File: src/hdl/fqtp_pkg.sv
// Shared constants, codes and types for the threshold-purge queue.
`default_nettype none
package fqtp_pkg;

  localparam int unsigned QUEUE_DEPTH = 16;
  localparam int unsigned VALUE_WIDTH = 32;
  localparam int unsigned IDX_W       = $clog2(QUEUE_DEPTH);
  localparam int unsigned CNT_W       = $clog2(QUEUE_DEPTH + 1);
  localparam int unsigned OP_W        = 2;
  localparam int unsigned STAT_W      = 2;
  localparam int unsigned S_DATA_W    = ((VALUE_WIDTH + 7) / 8) * 8;
  localparam int unsigned M_DATA_W    = ((VALUE_WIDTH + CNT_W + 7) / 8) * 8;
  localparam int unsigned M_PAD_W     = M_DATA_W - VALUE_WIDTH - CNT_W;

  localparam logic [OP_W-1:0] OP_PUSH  = 2'd0;
  localparam logic [OP_W-1:0] OP_POP   = 2'd1;
  localparam logic [OP_W-1:0] OP_PURGE = 2'd2;

  localparam logic [STAT_W-1:0] STAT_OK    = 2'd0;
  localparam logic [STAT_W-1:0] STAT_EMPTY = 2'd1;
  localparam logic [STAT_W-1:0] STAT_FULL  = 2'd2;

  typedef logic [VALUE_WIDTH-1:0] value_t;

  // per-cell controls driven by the sequencer
  typedef struct packed {
    logic [QUEUE_DEPTH-1:0] shift;
    logic [QUEUE_DEPTH-1:0] load;
  } cell_ctrl_t;

endpackage
`default_nettype wire

File: src/hdl/fqtp_cell.sv
// One queue cell: holds one entry, takes its right neighbor's value on shift.
`default_nettype none
module fqtp_cell (
  input  wire                  clk_i,
  input  wire                  shift_i,
  input  wire                  load_i,
  input  wire fqtp_pkg::value_t nb_data_i,
  input  wire fqtp_pkg::value_t new_data_i,
  input  wire fqtp_pkg::value_t thr_i,
  output fqtp_pkg::value_t     data_o,
  output logic                 above_o
);

  fqtp_pkg::value_t data_q, data_d;

  always_comb begin
    data_d = data_q;
    if (load_i) begin
      data_d = new_data_i;
    end else if (shift_i) begin
      data_d = nb_data_i;
    end
  end

  always_ff @(posedge clk_i) begin
    data_q <= data_d;
  end

  assign data_o  = data_q;
  assign above_o = $signed(data_q) > $signed(thr_i);

endmodule
`default_nettype wire

File: src/hdl/fifo_queue_with_threshold_purge_unit.sv
// Top level: sequencer and output register over a row of queue cells.
//
//  channel  dir  tdata (low bit up)                    tuser
//  s_axis   in   operand_value[31:0]                   operation[1:0]
//  m_axis   out  popped_value[31:0], entry_count[4:0]  status[1:0]
//
// Push, pop and no-op finish in the accept cycle: one item per cycle while the output is free.
// Purge scans one cell per cycle from the entry behind the head; a removal shifts
// the cells behind it left by one and holds the scan; busy until the result is registered.
// Reset clears counts and control; cell contents are not reset.
// Input waits while a purge runs or a stalled result holds the output register.
`default_nettype none
module fifo_queue_with_threshold_purge_unit (
  input  wire                                  clk_i,
  input  wire                                  rst_ni,
  input  wire                                  s_axis_tvalid,
  output logic                                 s_axis_tready,
  input  wire  [fqtp_pkg::S_DATA_W-1:0]        s_axis_tdata,  // operand_value
  input  wire  [fqtp_pkg::OP_W-1:0]            s_axis_tuser,  // operation
  output logic                                 m_axis_tvalid,
  input  wire                                  m_axis_tready,
  output logic [fqtp_pkg::M_DATA_W-1:0]        m_axis_tdata,  // popped_value, entry_count
  output logic [fqtp_pkg::STAT_W-1:0]          m_axis_tuser   // status
);

  localparam logic ST_IDLE  = 1'b0;
  localparam logic ST_PURGE = 1'b1;

  logic                              state_q, state_d;
  logic [fqtp_pkg::CNT_W-1:0]        count_q, count_d;
  logic [fqtp_pkg::CNT_W-1:0]        scan_q, scan_d;
  fqtp_pkg::value_t                  thr_q, thr_d;
  logic                              out_valid_q, out_valid_d;
  fqtp_pkg::value_t                  out_pop_q, out_pop_d;
  logic [fqtp_pkg::STAT_W-1:0]       out_stat_q, out_stat_d;
  logic [fqtp_pkg::CNT_W-1:0]        out_cnt_q, out_cnt_d;

  fqtp_pkg::cell_ctrl_t              ctrl;
  fqtp_pkg::value_t                  cell_data [fqtp_pkg::QUEUE_DEPTH];
  logic [fqtp_pkg::QUEUE_DEPTH-1:0]  cell_above;
  fqtp_pkg::value_t                  in_value;
  logic                              out_free;
  logic                              in_xfer;

  assign in_value = s_axis_tdata[fqtp_pkg::VALUE_WIDTH-1:0];
  assign out_free = !out_valid_q || m_axis_tready;
  assign s_axis_tready = (state_q == ST_IDLE) && out_free;
  assign in_xfer = s_axis_tvalid && s_axis_tready;

  for (genvar g = 0; g < fqtp_pkg::QUEUE_DEPTH; g++) begin : g_cell
    fqtp_pkg::value_t nb;
    if (g == fqtp_pkg::QUEUE_DEPTH - 1) begin : g_last
      assign nb = cell_data[g];
    end else begin : g_mid
      assign nb = cell_data[g+1];
    end
    fqtp_cell u_cell (
      .clk_i      (clk_i),
      .shift_i    (ctrl.shift[g]),
      .load_i     (ctrl.load[g]),
      .nb_data_i  (nb),
      .new_data_i (in_value),
      .thr_i      (thr_q),
      .data_o     (cell_data[g]),
      .above_o    (cell_above[g])
    );
  end

  always_comb begin
    state_d     = state_q;
    count_d     = count_q;
    scan_d      = scan_q;
    thr_d       = thr_q;
    out_valid_d = out_valid_q;
    out_pop_d   = out_pop_q;
    out_stat_d  = out_stat_q;
    out_cnt_d   = out_cnt_q;
    ctrl        = '0;

    if (out_valid_q && m_axis_tready) begin
      out_valid_d = 1'b0;
    end

    unique case (state_q)
      ST_IDLE: begin
        if (in_xfer) begin
          out_pop_d  = '0;
          out_stat_d = fqtp_pkg::STAT_OK;
          unique case (s_axis_tuser)
            fqtp_pkg::OP_PUSH: begin
              if (count_q >= fqtp_pkg::CNT_W'(fqtp_pkg::QUEUE_DEPTH)) begin
                out_stat_d = fqtp_pkg::STAT_FULL;
              end else begin
                for (int i = 0; i < fqtp_pkg::QUEUE_DEPTH; i++) begin
                  ctrl.load[i] = (count_q[fqtp_pkg::IDX_W-1:0] == fqtp_pkg::IDX_W'(i));
                end
                count_d = count_q + 1'b1;
              end
            end
            fqtp_pkg::OP_POP: begin
              if (count_q == '0) begin
                out_stat_d = fqtp_pkg::STAT_EMPTY;
              end else begin
                out_pop_d  = cell_data[0];
                ctrl.shift = '1;
                count_d    = count_q - 1'b1;
              end
            end
            fqtp_pkg::OP_PURGE: begin
              thr_d   = in_value;
              scan_d  = fqtp_pkg::CNT_W'(1);
              state_d = ST_PURGE;
            end
            default: ;
          endcase
          if (s_axis_tuser != fqtp_pkg::OP_PURGE) begin
            out_valid_d = 1'b1;
            out_cnt_d   = count_d;
          end
        end
      end
      ST_PURGE: begin
        if (scan_q >= count_q) begin
          if (out_free) begin
            out_valid_d = 1'b1;
            out_cnt_d   = count_q;
            state_d     = ST_IDLE;
          end
        end else if (cell_above[scan_q[fqtp_pkg::IDX_W-1:0]]) begin
          // drop this entry: everything behind it moves up one cell
          for (int i = 0; i < fqtp_pkg::QUEUE_DEPTH; i++) begin
            ctrl.shift[i] = (fqtp_pkg::CNT_W'(i) >= scan_q);
          end
          count_d = count_q - 1'b1;
        end else begin
          scan_d = scan_q + 1'b1;
        end
      end
      default: state_d = ST_IDLE;
    endcase
  end

  always_ff @(posedge clk_i or negedge rst_ni) begin
    if (!rst_ni) begin
      state_q     <= ST_IDLE;
      count_q     <= '0;
      scan_q      <= '0;
      out_valid_q <= 1'b0;
    end else begin
      state_q     <= state_d;
      count_q     <= count_d;
      scan_q      <= scan_d;
      out_valid_q <= out_valid_d;
    end
  end

  always_ff @(posedge clk_i) begin
    thr_q      <= thr_d;
    out_pop_q  <= out_pop_d;
    out_stat_q <= out_stat_d;
    out_cnt_q  <= out_cnt_d;
  end

  assign m_axis_tvalid = out_valid_q;
  assign m_axis_tdata  = {{fqtp_pkg::M_PAD_W{1'b0}}, out_cnt_q, out_pop_q};
  assign m_axis_tuser  = out_stat_q;

endmodule
`default_nettype wire

File: config.mk
export PLATFORM = sky130hd
export DESIGN_NAME = fifo_queue_with_threshold_purge_unit
export DESIGN_NICKNAME = d
export VERILOG_FILES = /design/src/hdl/fqtp_pkg.sv /design/src/hdl/fqtp_cell.sv /design/src/hdl/fifo_queue_with_threshold_purge_unit.sv
export SDC_FILE = /design/constraint.sdc
export NUM_CORES = 1
export LEC_CHECK = 0
export BUFFER_PORTS_ARGS = -buffer_cell sky130_fd_sc_hd__buf_2
export CAP_MARGIN = 10
export CORE_MARGIN = 8
export CORE_UTILIZATION = 55
export DETAILED_ROUTE_END_ITERATION = 16
export PLACE_DENSITY = 0.71
export SLEW_MARGIN = 20
export SYNTH_ARGS = -nofsm -noshare
export SYNTH_HDL_FRONTEND = slang
export SYNTH_SLANG_ARGS = --single-unit
File: constraint.sdc
create_clock -name clk_i -period 9.9 [get_ports clk_i]
set_clock_uncertainty 0.05 [all_clocks]
set_input_delay 0.99 -clock clk_i [delete_from_list [all_inputs] [get_ports clk_i]]
set_output_delay 0.99 -clock clk_i [all_outputs]
set_load 0.03 [all_outputs]
# Word level (Yosys, flattened, before mapping)
# Index checks and enable logic that the tools add are counted.
classes:
  add_sub_neg: 3
  magnitude_cmp: 34
  eq_ne: 26
  mux: 72
  n_bitwise: 2
  n_reduce_logical: 29
op_table:
  columns: ["operator", "n"]
  rows:
  - ["32-bit two-way mux", 30]
  - ["32-bit > comparator", 16]
  - ["5-bit two-way mux", 13]
  - ["15-bit two-way mux", 4]
  - ["16-bit two-way mux", 3]
  - ["5-bit case mux with 2 select lines", 4]
  - ["4-bit by 5-bit greater-or-equal comparator with 1-bit output, first input constant", 7]
  - ["4-bit == test, second input constant", 8]
  - ["31-bit two-way mux", 1]
  - ["15-bit case mux with 2 select lines", 1]
  - ["2-bit nonzero test", 15]
  - ["3-bit by 5-bit greater-or-equal comparator with 1-bit output, first input constant", 4]
  - ["4-bit by 3-bit == test with 1-bit output, second input constant", 4]
  - ["1-bit two-way mux", 11]
  - ["5-bit by 1-bit adder with 5-bit output, second input constant", 2]
  - ["1-bit by 5-bit greater-or-equal comparator with 1-bit output, first input constant", 2]
  - ["2-bit by 5-bit greater-or-equal comparator with 1-bit output, first input constant", 2]
  - ["2-bit by 1-bit inequality test with 1-bit output, second input constant", 5]
  - ["4-bit by 2-bit == test with 1-bit output, second input constant", 2]
  - ["2-bit inequality test, second input constant", 4]
  - ["4-bit AND reduction", 2]
  - ["3-bit AND reduction", 2]
  - ["5-bit greater-or-equal comparator", 1]
  - ["5-bit greater-or-equal comparator, second input constant", 1]
  - ["other kinds (18)", 22]
totals:
  reg_bits: 595
  input_bits: 38
  output_inout_bits: 44
  elab_cells: 190

# Logic depth before layout (Yosys ltp)
# Gate-level depths: netlist of the first run.
depth:
  word_depth: 8
  mapped_depth: 15

# Modules after synthesis
# From an unflattened synthesis of the first run, not the netlist that was laid out.
hier_totals:
  cells_unflattened: 3260
  area_unflattened_um2: 38369.3
by_module_without_submodules:
  columns: ["module", "n_inst", "cells_each", "area_per_inst_um2"]
  rows:
  - ["fqtp_cell", 16, 182, 2147.1]
  - ["fifo_queue_with_threshold_purge_unit", 1, 348, 4016.4]

# Least setup slack after synthesis of the first run
# OpenSTA, ideal clock, no wires.
synth_path:
  path_kind: "reg2reg"
  start: "reg thr_q[1]"
  end: "reg g_cell[10].u_cell.data_q[0] (enable)"
  setup_time_ps: 533
  arrival_ps: 6398
  path_slack_ps: 2919
  stages_incl_launch_ff: 13
  cell_sequence: "edfxtp_1 inv_1 ha_1 nor2b_1 o211ai_1 a2111oi_0 a2111oi_0 a31oi_1 mux2_4 nor4_4 a21boi_2 buf_6 o311ai_0"
synth_via:
  elab_chain_cells: 7
synth_lines:
  columns: ["item", "line", "rtl"]
  rows:
  - ["start, declared", "fifo_queue_with_threshold_purge_unit.sv:32", "fqtp_pkg::value_t thr_q, thr_d;"]
  - ["start signal, assigned", "fifo_queue_with_threshold_purge_unit.sv:158", "thr_q <= thr_d;"]
  - ["32-bit > comparator", "fqtp_cell.sv:30", "assign above_o = $signed(data_q) > $signed(thr_i);"]
  - ["1-bit binary-select mux with 4-bit select (*)", "fifo_queue_with_threshold_purge_unit.sv:129", "end else if (cell_above[scan_q[fqtp_pkg::IDX_W-1:0]]) begin"]
  - ["1-bit two-way mux (implied by the code) (*)", "fifo_queue_with_threshold_purge_unit.sv:129", null]
  - ["15-bit two-way mux (*)", "fifo_queue_with_threshold_purge_unit.sv:129", null]
  - ["15-bit two-way mux (*)", "fifo_queue_with_threshold_purge_unit.sv:123", "if (scan_q >= count_q) begin"]
  - ["15-bit case mux with 2 select lines (*)", "fifo_queue_with_threshold_purge_unit.sv:84", "unique case (state_q)"]
  - ["2-bit nonzero test (no source line) (*)", null, null]
  - ["end signal, assigned", "fqtp_cell.sv:26", "data_q <= data_d;"]
  - ["end, declared", "fqtp_cell.sv:14", "fqtp_pkg::value_t data_q, data_d;"]
# Mark *: on every way between the ends. The rest lies on a longest branch, timed or not. The select of a mux whose other input is x is not followed.
# A chain may end at the register's enable or synchronous reset.

# Worst setup path in the final report of the first run
layout_path:
  start: "reg thr_q[29]"
  end: "reg g_cell[2].u_cell.data_q[8] (enable)"
layout_via:
  elab_chain_cells: 7
layout_lines:
  columns: ["item", "line"]
  rows:
  - ["32-bit > comparator", "fqtp_cell.sv:30"]
  - ["1-bit binary-select mux with 4-bit select (*)", "fifo_queue_with_threshold_purge_unit.sv:129"]
  - ["1-bit two-way mux (implied by the code) (*)", "fifo_queue_with_threshold_purge_unit.sv:129"]
  - ["15-bit two-way mux (*)", "fifo_queue_with_threshold_purge_unit.sv:129"]
  - ["15-bit two-way mux (*)", "fifo_queue_with_threshold_purge_unit.sv:123"]
  - ["15-bit case mux with 2 select lines (*)", "fifo_queue_with_threshold_purge_unit.sv:84"]
  - ["2-bit nonzero test (no source line) (*)", null]
  - ["end signal, assigned", "fqtp_cell.sv:26"]
  - ["end, declared", "fqtp_cell.sv:14"]
# Marked as above.

==> metrics.log, run 1 <==
[metrics] Port Buf Inserts: around 80
[metrics] source-to-sink clock delay at the later pin of the worst-skew pair: 0.60 ns
[metrics] run status: complete, no violations
[metrics] total number of vias: roughly 24000
[metrics] number of synthesis warnings: 0
[metrics] Clk Tree Root Cell: sky130_fd_sc_hd__clkbuf_16
[metrics] crit-path max FO: 32
[metrics] H-Tree Depth: 3
[metrics] slew of the pin with the lowest slew margin: 1.158 ns
[metrics] PD cells: 320.5 mW/mm^2
[metrics] starting utilization of the core area: 55.63%
[metrics] data arrival time of the worst path: 5.58 ns
[metrics] relative area change from synthesis to final layout: 8.941%
[metrics] width of the die: 274.1 um
[metrics] Final Net Count: 3471
[metrics] proportion of register bits with asynchronous set or reset after synthesis: 2.017%
[metrics] GR Layer Usage met2: 42.71%
[metrics] count of instances resized after the clock tree is built: 0
[metrics] XOR/XNOR Fraction of Synth Area: 0.04781%
[metrics] CP Launch Type: register
[metrics] post-route cell area: 0.03991 mm^2
[metrics] TritonCTS clock tree: done
[metrics] post-CTS clock slew at the launch and capture registers of the worst setup and hold paths: about 0.060 ns
[metrics] FMAX: 184.6 MHz
[metrics] maximum cell stage delay along the critical path: 1.01 ns
[metrics] Congestion Overflow GR: 0
[metrics] type of destination of the critical path: register
[metrics] critical path start-end classification: register to register
[metrics] list of cells traversed by the critical path: inv_1 > ha_1 > nand4_1 > nor4_1 > o31ai_1 > a311oi_1 > and4_1 > nand3_1 > a21boi_4 > nor2_2 > a31o_2
[metrics] IR drop worst, VDD: approximately 0.3 mV
[metrics] first-pass GRT wire length: 146400 um
[metrics] number of synthesized flops with an enable pin: a little under 600
[metrics] headroom to the max-slew limit: 22.08%
[metrics] portion of the clock cycle consumed by the worst path in the final layout: a little over half
[metrics] minimum clock period after layout: ~5.4 ns
[metrics] number of distinct library cells after synthesis: 79
[metrics] total core area: 0.06586 mm^2
[metrics] total number of clock tree sinks: 595
[metrics] predominant post-synthesis flop cell: sky130_fd_sc_hd__edfxtp_1
[metrics] number of global-route vias before repair: between 20000 and 30000
[metrics] layer carrying the most global-route usage: met2
[metrics] estimated wirelength of the detail-placed design: between 70000 and 80000 um
[metrics] via count normalized by instance count: 6.407
[metrics] worst-case clock buffer depth: 3
[metrics] final count of hold timing violations: 0
[metrics] slowest stage cell on the critical path: sky130_fd_sc_hd__nor4_1
[metrics] site row count: 94
[metrics] number of antenna violations at the first check in global routing: 2
[metrics] Power, Total: ~13 mW
[metrics] leakage component of the power: 15.61 nW
[metrics] Max Transition Viols Final: 0
[metrics] count of TritonRoute iterations in the first routing pass: 5
[metrics] adder-cell share of the synthesized area: 17.93%
[metrics] GRT Overall Usage: 24.84%
[metrics] First DRT Iteration DRCs: about 1900
[metrics] Setup Viol. Count Final: 0
[metrics] I/O Pins: 82
[metrics] RSZ-0062 raised after global routing: false
[metrics] Post-Synthesis Cell Area: about 0.037 mm^2
[metrics] routed wirelength normalized by instance count: 24.68 um
[metrics] placed instance area: 0.03794 mm^2
[metrics] Die Height: roughly 270 um
[metrics] Total Routed Length: 94160 um
[metrics] M1 GR Usage: 30.47%
[metrics] placer's final routability congestion estimate: 0.8961
[metrics] die area: roughly 0.075 mm^2
[metrics] remaining design rule violation count: 0
[metrics] number of flip-flops and latches in the synthesized netlist: 595
[metrics] cell count after synthesis: 2837
[metrics] final setup TNS: 0 ns
[metrics] Filler Cell Count: roughly 5100
[metrics] path type of the worst min-delay path: primary input to async pin
[metrics] main combinational cell family by area after synthesis: adder cells
[metrics] post-synthesis sequential area ratio: 48.60%
[metrics] hold bufs inserted after CTS: 0
[metrics] Post-CTS Setup Repair Bufs: 0
[metrics] remaining number of nets flagged by the antenna check after routing: 0
[metrics] met3 Use GR: about 3.7%
[metrics] TritonCTS Buffers: between 60 and 70
[metrics] required time of the worst setup path: 10.06 ns
[metrics] average instance area after synthesis: 12.91 um^2
[metrics] post-synthesis compound-gate area fraction: 8.411%
[metrics] max capacitance violation total: 0
[metrics] simple logic cell fraction of the synthesized area: 7.817%
[metrics] proportion of synthesized area in mux cells: 14.88%
[metrics] share of post-route cells with drive strength above 1: 24.03%
[metrics] pin count of the biggest net entering global routing: 36
synthesized netlist by cell type (25+ instances only):
library cell / n / share of area [%]
sky130_fd_sc_hd__a21oi_1: 221 / 3.0
sky130_fd_sc_hd__o21ai_0: 62 / 0.85
sky130_fd_sc_hd__nor3_1: 37 / 0.51
sky130_fd_sc_hd__nand4_1: 128 / 2.2
sky130_fd_sc_hd__mux2_2: 481 / 15
sky130_fd_sc_hd__ha_1: 525 / 18
sky130_fd_sc_hd__inv_1: 88 / 0.90
sky130_fd_sc_hd__a21o_1: 55 / 1.1
sky130_fd_sc_hd__nand2_1: 135 / 1.4
sky130_fd_sc_hd__nor2_1: 63 / 0.65
sky130_fd_sc_hd__nand3_1: 63 / 0.86
sky130_fd_sc_hd__nor4_1: 25 / 0.43
sky130_fd_sc_hd__and2_1: 37 / 0.63
sky130_fd_sc_hd__o211ai_1: 37 / 0.76
sky130_fd_sc_hd__buf_2: 29 / 0.40
sky130_fd_sc_hd__clkbuf_1: 57 / 0.58
sky130_fd_sc_hd__edfxtp_1: 583 / 48
flip-flops by register name, indices dropped and copies added, names as in the netlist:
name	cells
out_cnt_q	5
m_axis_tuser	2
scan_q	5
count_q	5
state_q	1
g_cell.u_cell.data_o	512
out_pop_q	32
thr_q	32
m_axis_tvalid	1
critical path: cells and delay by family (launching register included):
| kind | cells | cell delay [ns] |
|---|---|---|
| and+or+nand+nor | 5 | 1.94 |
| AOI/OAI and AO/OA | 4 | 1.82 |
| buffers and inverters | 1 | 0.58 |
| DFF | 1 | 0.37 |
| adders and majority gates | 1 | 0.24 |
worst paths after layout:
path,startpoint,to,slack [ns],cells past startpoint
max,thr_q[29],g_cell[2].u_cell.data_o[8],4.48,11
min,rst_ni,m_axis_tvalid,0.23,1
max reg2reg,thr_q[29],g_cell[2].u_cell.data_o[8],4.48,11
min reg2reg,g_cell[0].u_cell.data_o[2],out_pop_q[2],0.51,1
max in group asynchronous,rst_ni,count_q[3],9.32,1
min in group clk_i,g_cell[0].u_cell.data_o[2],out_pop_q[2],0.51,1
cell usage in the layout (no fill, tap or decap), types with 6 or more instances in the layout:
master                      instances
sky130_fd_sc_hd__buf_2             78
sky130_fd_sc_hd__nor2b_1           21
sky130_fd_sc_hd__a211oi_1          14
sky130_fd_sc_hd__clkinv_1          13
sky130_fd_sc_hd__clkbuf_16         69
sky130_fd_sc_hd__a221oi_1          15
sky130_fd_sc_hd__a22oi_1            9
sky130_fd_sc_hd__and2_1            37
sky130_fd_sc_hd__dfrtp_1           12
sky130_fd_sc_hd__clkbuf_1          19
sky130_fd_sc_hd__nand2_1          135
sky130_fd_sc_hd__a2111o_1           6
sky130_fd_sc_hd__nor3_1            36
sky130_fd_sc_hd__ha_1             525
sky130_fd_sc_hd__nand4_1          128
sky130_fd_sc_hd__inv_1             88
sky130_fd_sc_hd__nand3_1           58
sky130_fd_sc_hd__a21o_1            55
sky130_fd_sc_hd__nor2_1            62
sky130_fd_sc_hd__edfxtp_1         583
sky130_fd_sc_hd__mux2_2           481
sky130_fd_sc_hd__buf_4             28
sky130_fd_sc_hd__a2111oi_0         12
sky130_fd_sc_hd__o21ai_0           62
sky130_fd_sc_hd__a21oi_1          221
sky130_fd_sc_hd__o211ai_1          37
sky130_fd_sc_hd__nor4_1            24
per-layer routing:
metal	vias up	routed length [um]	share of wire [%]
met5	-	0	0
met4	0	4362	4.6
met3	215	4753	5.0
met2	753	46240	49
met1	12118	38810	41
li1	11364	-	-
area by class of cell:
| type | count | area [um^2] | share of cell area (%) |
|---|---|---|---|
| multi-input cells | 2048 | 18090 | 45.33 |
| inverters | 89 | 334.1 | 0.8370 |
| clock buffers | 88 | 1798 | 4.505 |
| well taps | 864 | 1081 | 2.708 |
| clock inverters | 23 | 166.4 | 0.4169 |
| repair buffers | 107 | 628.1 | 1.574 |
| flip-flops and latches | 595 | 17810 | 44.61 |
| diodes | 2 | 5.005 | 0.01254 |
power breakdown:
group	leakage (nW)	switching [mW]	internal, mW
clock network	0.949	0.990	1.32
registers	5.51	0.618	4.37
logic	9.15	3.36	2.13
through the flow:
| stage | utilization, % | worst slack [ns] | hold WS, ns | cells |
|---|---|---|---|---|
| after floorplan | - | 2.919 | 0.4819 | 2839 |
| after global placement | 57.55 | 4.414 | 0.4948 | 3702 |
| after detailed placement | 57.60 | 4.430 | 0.4982 | 3703 |
| after CTS | 60.58 | 4.392 | 0.2068 | 3814 |
| after global routing | 60.60 | 4.321 | 0.2458 | 3816 |
| final | 60.60 | 4.482 | 0.2300 | 3816 |
logic make-up (layout without fill, tap and decap cells):
family          after synthesis  in the layout
flops                       595            595
fa+ha+maj                   525            525
other cells                   1              5
simple gates                547            547
buf+inv                     196            307
xor+xnor                      2              2
compound gates              487            487
mux                         484            484
No activity file was read; power rests on OpenSTA's default activity.
==> inputs of run 2 (changes only) <==
==> constraint.sdc (replaced) <==
create_clock -name clk_i -period 5.3 [get_ports clk_i]
set_clock_uncertainty 0.05 [all_clocks]
set_input_delay 0.53 -clock clk_i [delete_from_list [all_inputs] [get_ports clk_i]]
set_output_delay 0.53 -clock clk_i [all_outputs]
set_load 0.03 [all_outputs]
==> run 2 against run 1 <==
Net effect: final cell count up 1.4%; clock power up 93%; power up 91%; first-iteration DRC count up 0.21%; critical path type unchanged; largest power group unchanged.
==> metrics.log, run 2 (synthesized netlist as in run 1, its figures left out) <==
[metrics] critical path start-end classification: register to register
[metrics] Total Routed Length: 95500 um (+1.4%)
[metrics] max capacitance violation total: 0 (unchanged)
[metrics] origin of the worst min-delay path: m_axis_tready
[metrics] RSZ-0062 raised after global routing: false
[metrics] kind of cell with the highest combined delay on the critical path: compound AO/OA/AOI/OAI gates
[metrics] Setup Viol. Count Final: 0 (unchanged)
[metrics] GRT Overall Usage: 25.04% (+0.20 points)
[metrics] Worst Setup SP: thr_q[26]
[metrics] path type of the worst min-delay path: primary input to register
[metrics] Hold Worst Slack: 0.2709 ns (+0.04086 ns)
[metrics] final instance count without filler cells: 3871 (+1.4%)
[metrics] Port Buf Inserts: 78 (unchanged)
[metrics] pin count of the biggest net entering global routing: 36 (unchanged)
[metrics] routed wirelength normalized by instance count: 24.67 um (about the same)
[metrics] TritonCTS Buffers: 68 (+1.5%)
[metrics] final setup slack of the worst path: 0.3414 ns (-4.140 ns)
[metrics] count of instances resized after the clock tree is built: 0 (unchanged)
[metrics] TritonCTS clock tree: done
[metrics] H-Tree Depth: 3 (unchanged)
[metrics] most common cell after layout, fill and taps aside: sky130_fd_sc_hd__edfxtp_1
[metrics] total number of vias: 24888 (+1.8%)
[metrics] portion of the clock cycle consumed by the worst path in the final layout: 93.56% (+39 points)
[metrics] maximum cell stage delay along the critical path: 0.75 ns (-0.26 ns)
[metrics] Setup WS pre-CTS: 0.5362 ns (-3.894 ns)
[metrics] relative area change from synthesis to final layout: 10.59%
[metrics] starting utilization of the core area: 55.63% (unchanged)
[metrics] Placed Cells incl. Taps: 3752 (+1.3%)
[metrics] Clk Tree Root Cell: sky130_fd_sc_hd__clkbuf_16
[metrics] remaining design rule violation count: 0 (unchanged)
[metrics] IR drop worst, VDD: 0.4810 mV (+64%)
[metrics] Max Transition Viols Final: 0 (unchanged)
[metrics] slowest stage cell on the critical path: sky130_fd_sc_hd__a2111oi_0
[metrics] required time of the worst setup path: 5.58 ns (-4.48 ns)
[metrics] CP Launch Type: register
[metrics] placed instance area: 0.03846 mm^2 (+1.4%)
[metrics] crit-path max FO: 32 (unchanged)
[metrics] FMAX: 201.7 MHz (+9.3%)
[metrics] post-route cell area: 0.04052 mm^2 (+1.5%)
[metrics] source-to-sink clock delay at the later pin of the worst-skew pair: 0.60 ns (about the same)
[metrics] Congestion Overflow GR: 0 (unchanged)
[metrics] via count normalized by instance count: 6.429 (+0.35%)
[metrics] Filler Cell Count: 5044 (-0.88%)
[metrics] worst-case clock buffer depth: 3 (unchanged)
[metrics] I/O Pins: 82 (unchanged)
[metrics] site row count: 94 (unchanged)
[metrics] run status: complete, no violations
[metrics] headroom to the max-slew limit: 27.85% (+5.8 points)
[metrics] startpoint of the most critical register-to-register path: thr_q[26]
[metrics] number of antenna violations at the first check in global routing: 5 (+3)
[metrics] minimum clock period after layout: 4.959 ns (-0.4596 ns)
[metrics] Die Height: 274.1 um (unchanged)
[metrics] first-pass GRT wire length: 148000 um (+1.1%)
[metrics] remaining number of nets flagged by the antenna check after routing: 0 (unchanged)
[metrics] final cell utilization of the core: 61.52% (+0.92 points)
[metrics] hold bufs inserted after CTS: 1 (+1)
[metrics] most frequent cells in the layout: 583 x sky130_fd_sc_hd__edfxtp_1, 525 x sky130_fd_sc_hd__ha_1, 481 x sky130_fd_sc_hd__mux2_2
[metrics] total number of clock tree sinks: 595 (unchanged)
[metrics] data arrival time of the worst path: 5.24 ns (-0.34 ns)
[metrics] Final Net Count: 3522 (+1.5%)
[metrics] die area: 0.07513 mm^2 (unchanged)
[metrics] post-CTS clock slew at the launch and capture registers of the worst setup and hold paths: 0.06 ns (about the same)
[metrics] Post-CTS Setup Repair Bufs: 0 (unchanged)
[metrics] list of cells traversed by the critical path: inv_1 > ha_1 > nand4_1 > nor3_1 > a211oi_1 > nand2_1 > a2111oi_0 > nor3_1 > nand3_1 > a21boi_2 > nor2_2 > a31o_2 > buf_12
[metrics] total core area: 0.06586 mm^2 (unchanged)
[metrics] type of destination of the critical path: register
[metrics] share of post-route cells with drive strength above 1: 25.32% (+1.3 points)
[metrics] final count of hold timing violations: 0 (unchanged)
[metrics] number of global-route vias before repair: 26525 (+1.9%)
[metrics] most frequent CP cell: sky130_fd_sc_hd__nor3_1
[metrics] worst path buffer plus inverter count: 2 (+1)
[metrics] First DRT Iteration DRCs: 1905 (+0.21%)
[metrics] count of TritonRoute iterations in the first routing pass: 6 (+1)
[metrics] width of the die: 274.1 um (unchanged)
[metrics] max reg flops: 512 (unchanged)
[metrics] leakage component of the power: 15.94 nW (+2.1%)
[metrics] estimated wirelength of the detail-placed design: 72860 um (+0.55%)
[metrics] placer's final routability congestion estimate: 0.9426 (+5.2%)
[metrics] PD cells: 603.9 mW/mm^2 (+88%)
[metrics] slew of the pin with the lowest slew margin: 1.074 ns (-0.08421 ns)
-- run 2: cell types whose count changed in the layout (fill, tap and decap cells not counted), moves of 4 or more --
cell	delta
sky130_fd_sc_hd__clkbuf_1	-5
sky130_fd_sc_hd__buf_12	+11
sky130_fd_sc_hd__clkinv_1	+4
sky130_fd_sc_hd__o311ai_4	+4
sky130_fd_sc_hd__o311ai_2	-4
sky130_fd_sc_hd__buf_4	+39
-- run 2: final timing paths --
check | to | cells after the start | slack [ns]
min in group asynchronous | m_axis_tvalid | 2 | 0.31
hold / removal | state_q | 4 | 0.27
max in group asynchronous | count_q[3] | 2 | 4.64
setup reg to reg | g_cell[2].u_cell.data_o[20] | 13 | 0.34
hold reg to reg | out_pop_q[10] | 1 | 0.51
setup / recovery | g_cell[2].u_cell.data_o[20] | 13 | 0.34
-- run 2: per-stage QoR --
| stage | setup TNS (ns) | power (mW) |
|---|---|---|
| 2_1_floorplan | -42.53 | 16.18 |
| 3_3_place_gp | 0 | 19.23 |
| 3_5_place_dp | 0 | 19.84 |
| 4_1_cts | 0 | 24.38 |
| 5_1_grt | 0 | 25.97 |
| 6_report | 0 | 24.47 |
-- run 2: final cells by class --
class	count	area, um^2	share of cell area (%)
Multi-Input combinational cell	2048	18130	44.76
Sequential cell	595	17810	43.95
Clock buffer	84	1793	4.425
Timing Repair Buffer	157	1124	2.773
Tap cell	864	1081	2.668
Inverter	89	334.1	0.8245
Clock inverter	29	232.7	0.5744
Antenna cell	5	12.51	0.03088
-- run 2: routing by layer --
metal  up-vias  track usage (%)  wire length, um
met1     12252            30.54            38660
met2       899            43.39            46750
li1      11478                -                -
met4         2            11.83             4165
met5         -                0               13
met3       257            3.694             5903
-- run 2: power breakdown --
| part | switching, mW | internal (mW) | leakage [nW] |
|---|---|---|---|
| clock | 1.87 | 2.58 | 0.992 |
| combinational | 6.48 | 4.31 | 9.43 |
| sequential | 1.09 | 8.14 | 5.51 |
| total | 9.44 | 15.0 | 15.9 |
-- run 2: worst register-to-register path, cell delays in order (launching register included) --
cell and delay [ns]:
sky130_fd_sc_hd__edfxtp_1 0.36, sky130_fd_sc_hd__inv_1 0.60, sky130_fd_sc_hd__ha_1 0.39, sky130_fd_sc_hd__nand4_1 0.20
sky130_fd_sc_hd__nor3_1 0.08, sky130_fd_sc_hd__a211oi_1 0.36, sky130_fd_sc_hd__nand2_1 0.22, sky130_fd_sc_hd__a2111oi_0 0.75
sky130_fd_sc_hd__nor3_1 0.20, sky130_fd_sc_hd__nand3_1 0.21, sky130_fd_sc_hd__a21boi_2 0.59, sky130_fd_sc_hd__nor2_2 0.17
sky130_fd_sc_hd__a31o_2 0.32, sky130_fd_sc_hd__buf_12 0.18
